--- src/design/xor_checked_frame_parser_top_defines.svh ---
// Assertion macros for the frame parser RTL, used by its top level.
// Depends on a clock named clk and a reset named rst in the using module.
`ifndef XOR_CHECKED_FRAME_PARSER_TOP_DEFINES_SVH
`define XOR_CHECKED_FRAME_PARSER_TOP_DEFINES_SVH

// Implication checked in the same cycle.
`define XCFP_ASSERT_SAME(label, ante, cons) \
  label: assert property (@(posedge clk) disable iff (rst) (ante) |-> (cons)) \
    else $error("frame parser assertion failed");

// Implication checked in the next cycle.
`define XCFP_ASSERT_NEXT(label, ante, cons) \
  label: assert property (@(posedge clk) disable iff (rst) (ante) |=> (cons)) \
    else $error("frame parser assertion failed");

`endif

--- src/design/xcfp_pkg.sv ---
// Shared types and constants of the XOR-checked frame parser.
// No dependencies; used by the controller, the datapath and the top level.
package xcfp_pkg;

  localparam int RUN_LIMIT = 16;
  localparam int DEFAULT_PAYLOAD_DEPTH = 16;
  localparam int CFG_IDX_W = 1;
  localparam int CFG_DATA_W = 8;
  localparam int OUT_DATA_W = 72;
  localparam int OUT_USER_W = 3;

  localparam logic [CFG_IDX_W-1:0] REG_START_BYTE = 1'b0;
  localparam logic [CFG_IDX_W-1:0] REG_MAX_LEN = 1'b1;

  localparam logic [1:0] STAT_GOOD = 2'd0;
  localparam logic [1:0] STAT_BAD_LEN = 2'd1;
  localparam logic [1:0] STAT_BAD_CHECK = 2'd2;

  localparam logic [7:0] START_BYTE_RST = 8'd170;
  localparam logic [4:0] MAX_LEN_RST = 5'd15;

  typedef enum logic [2:0] {
    ST_START,
    ST_LEN,
    ST_CMD,
    ST_DATA,
    ST_CHECK,
    ST_FETCH,
    ST_EMIT
  } state_t;

  typedef enum logic [3:0] {
    OP_NONE,
    OP_START,
    OP_LEN_OK,
    OP_LEN_BAD,
    OP_CMD,
    OP_DATA,
    OP_GOOD_EMPTY,
    OP_GOOD_BURST,
    OP_CHECK_BAD,
    OP_EMIT
  } op_t;

  typedef struct packed {
    logic is_start;
    logic len_too_big;
    logic len_zero;
    logic data_done;
    logic check_match;
    logic emit_last;
    logic out_free;
  } dp_stat_t;

endpackage

--- src/design/xcfp_ctrl.sv ---
// Frame parser controller: phase state machine and input handshake.
// Depends on xcfp_pkg; drives datapath operations from datapath status.
module xcfp_ctrl
  import xcfp_pkg::*;
(
  input  logic     clk,
  input  logic     rst,
  input  logic     s_tvalid,
  output logic     s_tready,
  input  dp_stat_t stat,
  output op_t      op,
  output state_t   state
);

  state_t state_next;
  logic   acc;

  always_ff @(posedge clk) begin
    if (rst) begin
      state <= ST_START;
    end else begin
      state <= state_next;
    end
  end

  always_comb begin
    state_next = state;
    op = OP_NONE;
    s_tready = 1'b0;
    acc = 1'b0;
    case (state)
      ST_START, ST_LEN, ST_CMD, ST_DATA, ST_CHECK: begin
        s_tready = stat.out_free;
        acc = s_tvalid && stat.out_free;
      end
      default: begin
        s_tready = 1'b0;
      end
    endcase
    case (state)
      ST_START: begin
        if (acc && stat.is_start) begin
          op = OP_START;
          state_next = ST_LEN;
        end
      end
      ST_LEN: begin
        if (acc) begin
          if (stat.len_too_big) begin
            op = OP_LEN_BAD;
            state_next = ST_START;
          end else begin
            op = OP_LEN_OK;
            state_next = ST_CMD;
          end
        end
      end
      ST_CMD: begin
        if (acc) begin
          op = OP_CMD;
          state_next = stat.len_zero ? ST_CHECK : ST_DATA;
        end
      end
      ST_DATA: begin
        if (acc) begin
          op = OP_DATA;
          if (stat.data_done) begin
            state_next = ST_CHECK;
          end
        end
      end
      ST_CHECK: begin
        if (acc) begin
          if (!stat.check_match) begin
            op = OP_CHECK_BAD;
            state_next = ST_START;
          end else if (stat.len_zero) begin
            op = OP_GOOD_EMPTY;
            state_next = ST_START;
          end else begin
            op = OP_GOOD_BURST;
            state_next = ST_FETCH;
          end
        end
      end
      ST_FETCH: begin
        state_next = ST_EMIT;
      end
      ST_EMIT: begin
        if (stat.out_free) begin
          op = OP_EMIT;
          state_next = stat.emit_last ? ST_START : ST_FETCH;
        end
      end
      default: begin
        state_next = ST_START;
      end
    endcase
  end

endmodule

--- src/design/xcfp_dp.sv ---
// Frame parser datapath: config registers, frame fields, payload store,
// counters and the result register. Depends on xcfp_pkg.
module xcfp_dp
  import xcfp_pkg::*;
#(
  parameter int PAYLOAD_DEPTH = DEFAULT_PAYLOAD_DEPTH
) (
  input  logic                  clk,
  input  logic                  rst,
  input  logic                  cfg_we,
  input  logic [CFG_IDX_W-1:0]  cfg_index,
  input  logic [CFG_DATA_W-1:0] cfg_data,
  input  logic [7:0]            rx_byte,
  input  op_t                   op,
  output dp_stat_t              stat,
  input  logic                  m_tready,
  output logic                  m_tvalid,
  output logic [OUT_DATA_W-1:0] m_tdata,
  output logic [OUT_USER_W-1:0] m_tuser,
  output logic                  m_tlast
);

  localparam int STORE_DEPTH = (PAYLOAD_DEPTH < RUN_LIMIT) ? PAYLOAD_DEPTH : RUN_LIMIT;
  localparam int ADDR_W = (STORE_DEPTH > 1) ? $clog2(STORE_DEPTH) : 1;
  localparam logic [4:0] LEN_CAP = 5'(STORE_DEPTH);

  logic [7:0]  start_byte;
  logic [4:0]  max_len;
  logic [4:0]  frame_length;
  logic [7:0]  frame_command;
  logic [4:0]  payload_count;
  logic [7:0]  running_check;
  logic [15:0] good_frames;
  logic [15:0] bad_frames;
  logic [15:0] good_frames_next;
  logic [15:0] bad_frames_next;
  logic [3:0]  rd_idx;
  logic [7:0]  rd_data;
  logic [7:0]  store [STORE_DEPTH];
  logic [4:0]  limit;
  logic [4:0]  count_inc;
  logic        load;

  logic [1:0]  out_status;
  logic [7:0]  out_command;
  logic [4:0]  out_length;
  logic [3:0]  out_index;
  logic [7:0]  out_payload;
  logic        out_has_payload;
  logic [7:0]  out_check;
  logic        out_last;
  logic [15:0] out_good;
  logic [15:0] out_error;

  always_comb begin
    limit = (max_len < LEN_CAP) ? max_len : LEN_CAP;
    count_inc = payload_count + 5'd1;
    stat.out_free = !m_tvalid || m_tready;
    stat.is_start = rx_byte == start_byte;
    stat.len_too_big = rx_byte > {3'b000, limit};
    stat.len_zero = frame_length == 5'd0;
    stat.data_done = count_inc >= frame_length;
    stat.check_match = rx_byte == running_check;
    stat.emit_last = ({1'b0, rd_idx} + 5'd1) == frame_length;
    good_frames_next = good_frames;
    bad_frames_next = bad_frames;
    load = 1'b0;
    case (op)
      OP_LEN_BAD, OP_CHECK_BAD: begin
        bad_frames_next = bad_frames + 16'd1;
        load = 1'b1;
      end
      OP_GOOD_EMPTY: begin
        good_frames_next = good_frames + 16'd1;
        load = 1'b1;
      end
      OP_GOOD_BURST: begin
        good_frames_next = good_frames + 16'd1;
      end
      OP_EMIT: begin
        load = 1'b1;
      end
      default: begin
        load = 1'b0;
      end
    endcase
  end

  always_ff @(posedge clk) begin
    if (rst) begin
      start_byte <= START_BYTE_RST;
      max_len <= MAX_LEN_RST;
    end else if (cfg_we) begin
      case (cfg_index)
        REG_START_BYTE: start_byte <= cfg_data;
        REG_MAX_LEN: max_len <= cfg_data[4:0];
        default: begin
        end
      endcase
    end
  end

  always_ff @(posedge clk) begin
    if (rst) begin
      frame_length <= 5'd0;
      frame_command <= 8'd0;
      payload_count <= 5'd0;
      running_check <= 8'd0;
      good_frames <= 16'd0;
      bad_frames <= 16'd0;
      rd_idx <= 4'd0;
      m_tvalid <= 1'b0;
    end else begin
      good_frames <= good_frames_next;
      bad_frames <= bad_frames_next;
      if (load) begin
        m_tvalid <= 1'b1;
      end else if (m_tready) begin
        m_tvalid <= 1'b0;
      end
      case (op)
        OP_START: begin
          running_check <= 8'd0;
        end
        OP_LEN_OK: begin
          frame_length <= rx_byte[4:0];
          running_check <= rx_byte;
        end
        OP_CMD: begin
          frame_command <= rx_byte;
          running_check <= running_check ^ rx_byte;
          payload_count <= 5'd0;
        end
        OP_DATA: begin
          running_check <= running_check ^ rx_byte;
          payload_count <= count_inc;
        end
        OP_GOOD_BURST: begin
          rd_idx <= 4'd0;
        end
        OP_EMIT: begin
          rd_idx <= rd_idx + 4'd1;
        end
        default: begin
        end
      endcase
    end
  end

  always_ff @(posedge clk) begin
    if (op == OP_DATA && payload_count < LEN_CAP) begin
      store[payload_count[ADDR_W-1:0]] <= rx_byte;
    end
    rd_data <= store[rd_idx[ADDR_W-1:0]];
  end

  always_ff @(posedge clk) begin
    if (load) begin
      out_good <= good_frames_next;
      out_error <= bad_frames_next;
      out_last <= 1'b1;
      out_index <= 4'd0;
      out_payload <= 8'd0;
      out_has_payload <= 1'b0;
      out_command <= frame_command;
      out_length <= frame_length;
      out_check <= running_check;
      case (op)
        OP_LEN_BAD: begin
          out_status <= STAT_BAD_LEN;
          out_command <= 8'd0;
          out_length <= (rx_byte > 8'd31) ? 5'd31 : rx_byte[4:0];
          out_check <= 8'd0;
        end
        OP_CHECK_BAD: begin
          out_status <= STAT_BAD_CHECK;
        end
        OP_GOOD_EMPTY: begin
          out_status <= STAT_GOOD;
        end
        default: begin
          out_status <= STAT_GOOD;
          out_index <= rd_idx;
          out_payload <= rd_data;
          out_has_payload <= 1'b1;
          out_last <= stat.emit_last;
        end
      endcase
    end
  end

  assign m_tdata = {7'b0000000, out_error, out_good, out_check, out_payload, out_index,
                    out_length, out_command};
  assign m_tuser = {out_has_payload, out_status};
  assign m_tlast = out_last;

endmodule

--- src/design/xor_checked_frame_parser_top.sv ---
// Received bytes: one item per cycle while the result register is free.
// Length errors, check errors and empty frames give their result in the cycle after the byte is taken.
// A good frame with N payload bytes gives N results after the check byte; for each, a
// fetch state reads the registered payload store and an emit state loads the result
// register, waiting while it is still full; no bytes are taken during that readout.
// Synchronous reset clears counters and the parser and sets start_byte to 170 and max_len to 15.
`include "xor_checked_frame_parser_top_defines.svh"

module xor_checked_frame_parser_top
  import xcfp_pkg::*;
#(
  parameter int PAYLOAD_DEPTH = DEFAULT_PAYLOAD_DEPTH
) (
  input  logic                  clk,
  input  logic                  rst,
  input  logic                  cfg_we,
  input  logic [CFG_IDX_W-1:0]  cfg_index,
  input  logic [CFG_DATA_W-1:0] cfg_data,
  input  logic                  s_tvalid,
  output logic                  s_tready,
  input  logic [7:0]            s_tdata,   // rx_byte
  output logic                  m_tvalid,
  input  logic                  m_tready,
  // command, length, byte_index, payload_byte, expected_check,
  // good_count, error_count, zero padding
  output logic [OUT_DATA_W-1:0] m_tdata,
  output logic [OUT_USER_W-1:0] m_tuser,   // status, has_payload
  output logic                  m_tlast
);

  op_t      op;
  dp_stat_t stat;
  state_t   state;

  xcfp_ctrl u_ctrl (
    .clk      (clk),
    .rst      (rst),
    .s_tvalid (s_tvalid),
    .s_tready (s_tready),
    .stat     (stat),
    .op       (op),
    .state    (state)
  );

  xcfp_dp #(
    .PAYLOAD_DEPTH (PAYLOAD_DEPTH)
  ) u_dp (
    .clk       (clk),
    .rst       (rst),
    .cfg_we    (cfg_we),
    .cfg_index (cfg_index),
    .cfg_data  (cfg_data),
    .rx_byte   (s_tdata),
    .op        (op),
    .stat      (stat),
    .m_tready  (m_tready),
    .m_tvalid  (m_tvalid),
    .m_tdata   (m_tdata),
    .m_tuser   (m_tuser),
    .m_tlast   (m_tlast)
  );

  `XCFP_ASSERT_SAME(a_no_input_in_readout, (state == ST_FETCH || state == ST_EMIT), !s_tready)
  `XCFP_ASSERT_SAME(a_ready_needs_free_out, s_tready, (!m_tvalid || m_tready))
  `XCFP_ASSERT_SAME(a_payload_only_good, (m_tvalid && m_tuser[2]), (m_tuser[1:0] == STAT_GOOD))
  `XCFP_ASSERT_NEXT(a_burst_starts_fetch, (op == OP_GOOD_BURST), (state == ST_FETCH))

endmodule

--- config.mk ---
export PLATFORM = sky130hd
export DESIGN_NAME = xor_checked_frame_parser_top
export DESIGN_NICKNAME = d
export VERILOG_FILES = /design/src/design/xcfp_pkg.sv /design/src/design/xcfp_ctrl.sv /design/src/design/xcfp_dp.sv /design/src/design/xor_checked_frame_parser_top.sv
export VERILOG_INCLUDE_DIRS = /design/src /design/src/design
export SDC_FILE = /design/constraint.sdc
export NUM_CORES = 1
export LEC_CHECK = 0
export CAP_MARGIN = 20
export CORE_AREA = 3 3 179 181
export CTS_BUF_LIST = sky130_fd_sc_hd__clkbuf_2
export DETAILED_ROUTE_END_ITERATION = 16
export DIE_AREA = 0 0 182 184
export DONT_BUFFER_PORTS = 1
export PLACE_DENSITY = 0.61
export SKIP_CTS_REPAIR_TIMING = 1
export SLEW_MARGIN = 30
export SYNTH_ARGS = -nofsm -noshare
export SYNTH_HDL_FRONTEND = slang
export SYNTH_HIERARCHICAL = 1
export SYNTH_SLANG_ARGS = --single-unit
--- constraint.sdc ---
create_clock -name clk -period 6.1 [get_ports clk]
set_input_delay 0.305 -clock clk [delete_from_list [all_inputs] [get_ports clk]]
set_output_delay 0.305 -clock clk [all_outputs]
set_load 0.1 [all_outputs]
==> summary.md <==
| Metric | Value |
|---|---|
| Worst min path class | `input port to flip-flop` |
| Seq/Total Area, Yosys | `64.8%` |
| PD cells | `360 mW/mm2` |
| Synth area leader | `edfxtp_1` |
| Synth Area in Compound Gates | `7.16%` |
| CP arrival | `5.55 ns` |
| Vias in the first global route | `7100` |
| Half-perimeter wire length after placement | `16100 um` |
| Syn avg cell area | `13.2 um2` |
| CP max FO | `21` |
| Final non-filler cell total | `1414` |
| TritonCTS clock tree | `yes` |
| Area post-placement | `0.0121 mm2` |
| Layout Nets | `1003` |
| Endpoints failing setup | `0` |
| Vias | `7298` |
| Multiplexer share of the synthesized area | `7.00%` |
| Crit path required time | `6.89 ns` |
| Die area | `0.0335 mm2` |
| Num rows | `64` |
| Initial core utilization | `38.6%` |
| Endpoints failing hold | `0` |
| Clock buffer depth | `3` |
| Clk pwr share | `27.2%` |
| CP Launch Type | `input port` |
| Prevailing post-synth register cell | `edfxtp_1` |
| Initial DRC Count | `680` |
| Clock Latency Late Sink | `0.83 ns` |
| Setup tns final | `0 ns` |
| Post-synth EDFFs | `197` |
| Total Power | `4.76 mW` |
| Post-Synth Simple-Gate Area | `13.1%` |
| Worst vdd ir | `0.000142 V` |
| Total global-route track usage | `14.8%` |
| Reg clk slew, reported paths | `0.11 ns` |
| First-pass iteration count of the detailed router | `5` |
| CTS sink cnt | `284` |
| Core area | `0.0306 mm2` |
| Setup Skew | `0.112 ns` |
| Root Driver | `clkbuf_2` |
| Top cells by count, synth | `edfxtp_1 (197), dfxtp_1 (87), nand2_1 (79)` |
| Area grow syn2layout | `11.7%` |
| Synth top area share | `50.0%` |
| NetSw | `1.81 mW` |
| GPL Wtd Cong | `0.771` |
| Post-Synth Adder-Cell Area | `1.80%` |
| First-pass GRT wire length | `39100 um` |
| Placed cell count | `1249` |
| Horiz. Die Dim | `182 um` |
| Switching Share | `38.0%` |
| DRT Wirelength | `26200 um` |
| Port buffer count | `0` |
| Seq pwr share | `63.1%` |
| Setup crit end kind | `flip-flop` |
| Final worst path period share | `78.2%` |
| R2R Setup Slk | `1.53 ns` |
| Worst-Margin Slew | `1.05 ns` |
| Most common cell in the netlist | `edfxtp_1` |
| Die height | `184 um` |
| Inserted Clock Buffers | `73` |
| Antenna-violating nets left | `0` |
| I/O Pins | `100` |
| Largest family of logic cells by synthesized area | `simple AND/OR/NAND/NOR gates` |
| Combinational power share | `9.8%` |
| Outcome | `finished, final reports clean` |
| Fmax achieved | `0.210 GHz` |
| Antenna violations before repair | `1` |
| Post-route DRC | `0` |
| DR WL/cell | `18.5 um` |
| GR Overflow Total | `0` |
| Ys async rst share | `0%` |
| Synth unique cells | `62` |
| Setup CP Type | `input port to flip-flop` |
| Final instance area | `0.0132 mm2` |
| Fin crit period | `4.77 ns` |
| Synth Area in XOR/XNOR | `3.26%` |
| Unrepaired setup endpoints after global routing | `no` |
| Yosys reg bits | `284` |
| Yosys warns | `6` |
| Total of max-cap violations | `0` |
| Via/cell ratio | `5.16` |
| Max_slew headroom | `29.5%` |
| Number of H-tree levels | `3` |
| Largest net degree at the start of global routing | `83` |
| Post-Synthesis Cells | `898` |
| Area contributors post-synth | `edfxtp_1 (50%), dfxtp_1 (15%), mux4_2 (6.1%), xnor2_1 (2.7%), nand2_1 (2.5%)` |
| Layout cells sized above 1 | `17.7%` |
| Synthesized area | `0.0118 mm2` |
| Count of pins over their slew limit | `0` |
| Internal power | `2.95 mW` |
| Pleak | `4.66 nW` |
## per-layer routing
layer	up-vias	wire [um]	global-route usage [%]
li1	3462	-	-
met3	51	1490	3.70
met2	236	12400	23.0
met4	0	627	5.97
met5	-	0	0
met1	3549	11600	19.9
## power by group through the flow
stage	sequential, mW	combinational [mW]	clock, mW
after floorplan	3.00	0.375	0
after global placement	3.04	0.409	0
after detailed placement	3.05	0.417	0
after CTS	3.00	0.418	1.35
after global routing	3.02	0.516	1.45
final	3.00	0.464	1.29
## metrics by stage
step / hold slack [ns] / setup WS, ns / utilization (%)
finish: 0.0778 / 1.33 / 43.2
global route: 0.0519 / 1.04 / 43.2
CTS: -0.573 / 1.19 / 41.9
detailed placement: 0.384 / 1.35 / 39.7
global placement: 0.383 / 1.51 / 39.6
floorplan: 0.374 / 1.39 / -
## sequential cells by signal, summed over array words and instances, names as in the netlist, 16 cells and up
name / flops
u_dp/bad_frames: 16
u_dp/good_frames: 16
u_dp/out_error: 16
u_dp/out_good: 16
u_dp/store: 128
## placed cells by master (no fill, tap or decap), types with 30 or more instances in the layout
cell,instances
dlygate4sd3_1,35
dfxtp_1,85
a21oi_1,47
o21ai_0,30
clkbuf_2,108
xnor2_1,36
nor2_1,69
nand2_1,78
edfxtp_1,197
mux4_2,32
and2_1,30
## path summary, 6_finish.rpt
| kind | from | end | depth (start not counted) |
|---|---|---|---|
| max | s_tdata[0] | u_dp/bad_frames[11]$_SDFF_PP0_ | 17 |
| max reg2reg | u_dp/max_len[4]$_SDFFE_PP0P_ | u_dp/bad_frames[11]$_SDFF_PP0_ | 17 |
| min | s_tdata[5] | u_ctrl/state[1]$_SDFFE_PP0P_ | 5 |
| min reg2reg | u_dp/frame_command[6]$_SDFFE_PP0N_ | u_dp/frame_command[6]$_SDFFE_PP0N_ | 2 |
## area by class of cell
class	instances	area (um2)
sequential	284	7660
fill	2829	17400
clock buffer	108	541
clock inverter	20	135
multi-input combinational	546	3890
inverter	18	67.6
antenna	1	2.50
tap	396	495
timing repair buffer	41	415
## cell families (layout without fill, tap and decap cells)
logic type,count (synthesis),after routing
mux,42,42
other cells,1,8
simple gates,298,298
fa+ha+maj,17,17
xor+xnor,44,44
buf+inv,74,187
flops,284,284
compound gates,138,138
## worst max-delay path: stages
cell and delay (ns):
dlygate4sd3_1 1.08, inv_1 0.17, ha_1 0.25, nor2b_1 0.12
o211ai_1 0.11, a21o_1 0.17, nand3_1 0.17, or2_2 0.14
a221oi_1 0.08, o32ai_2 0.81, nand3_1 0.15, buf_4 0.24
inv_1 0.34, o211ai_2 0.25, or3_1 0.43, a21oi_1 0.14
dlygate4sd3_1 0.55
Note: power is estimated with default switching activity, not from simulation.
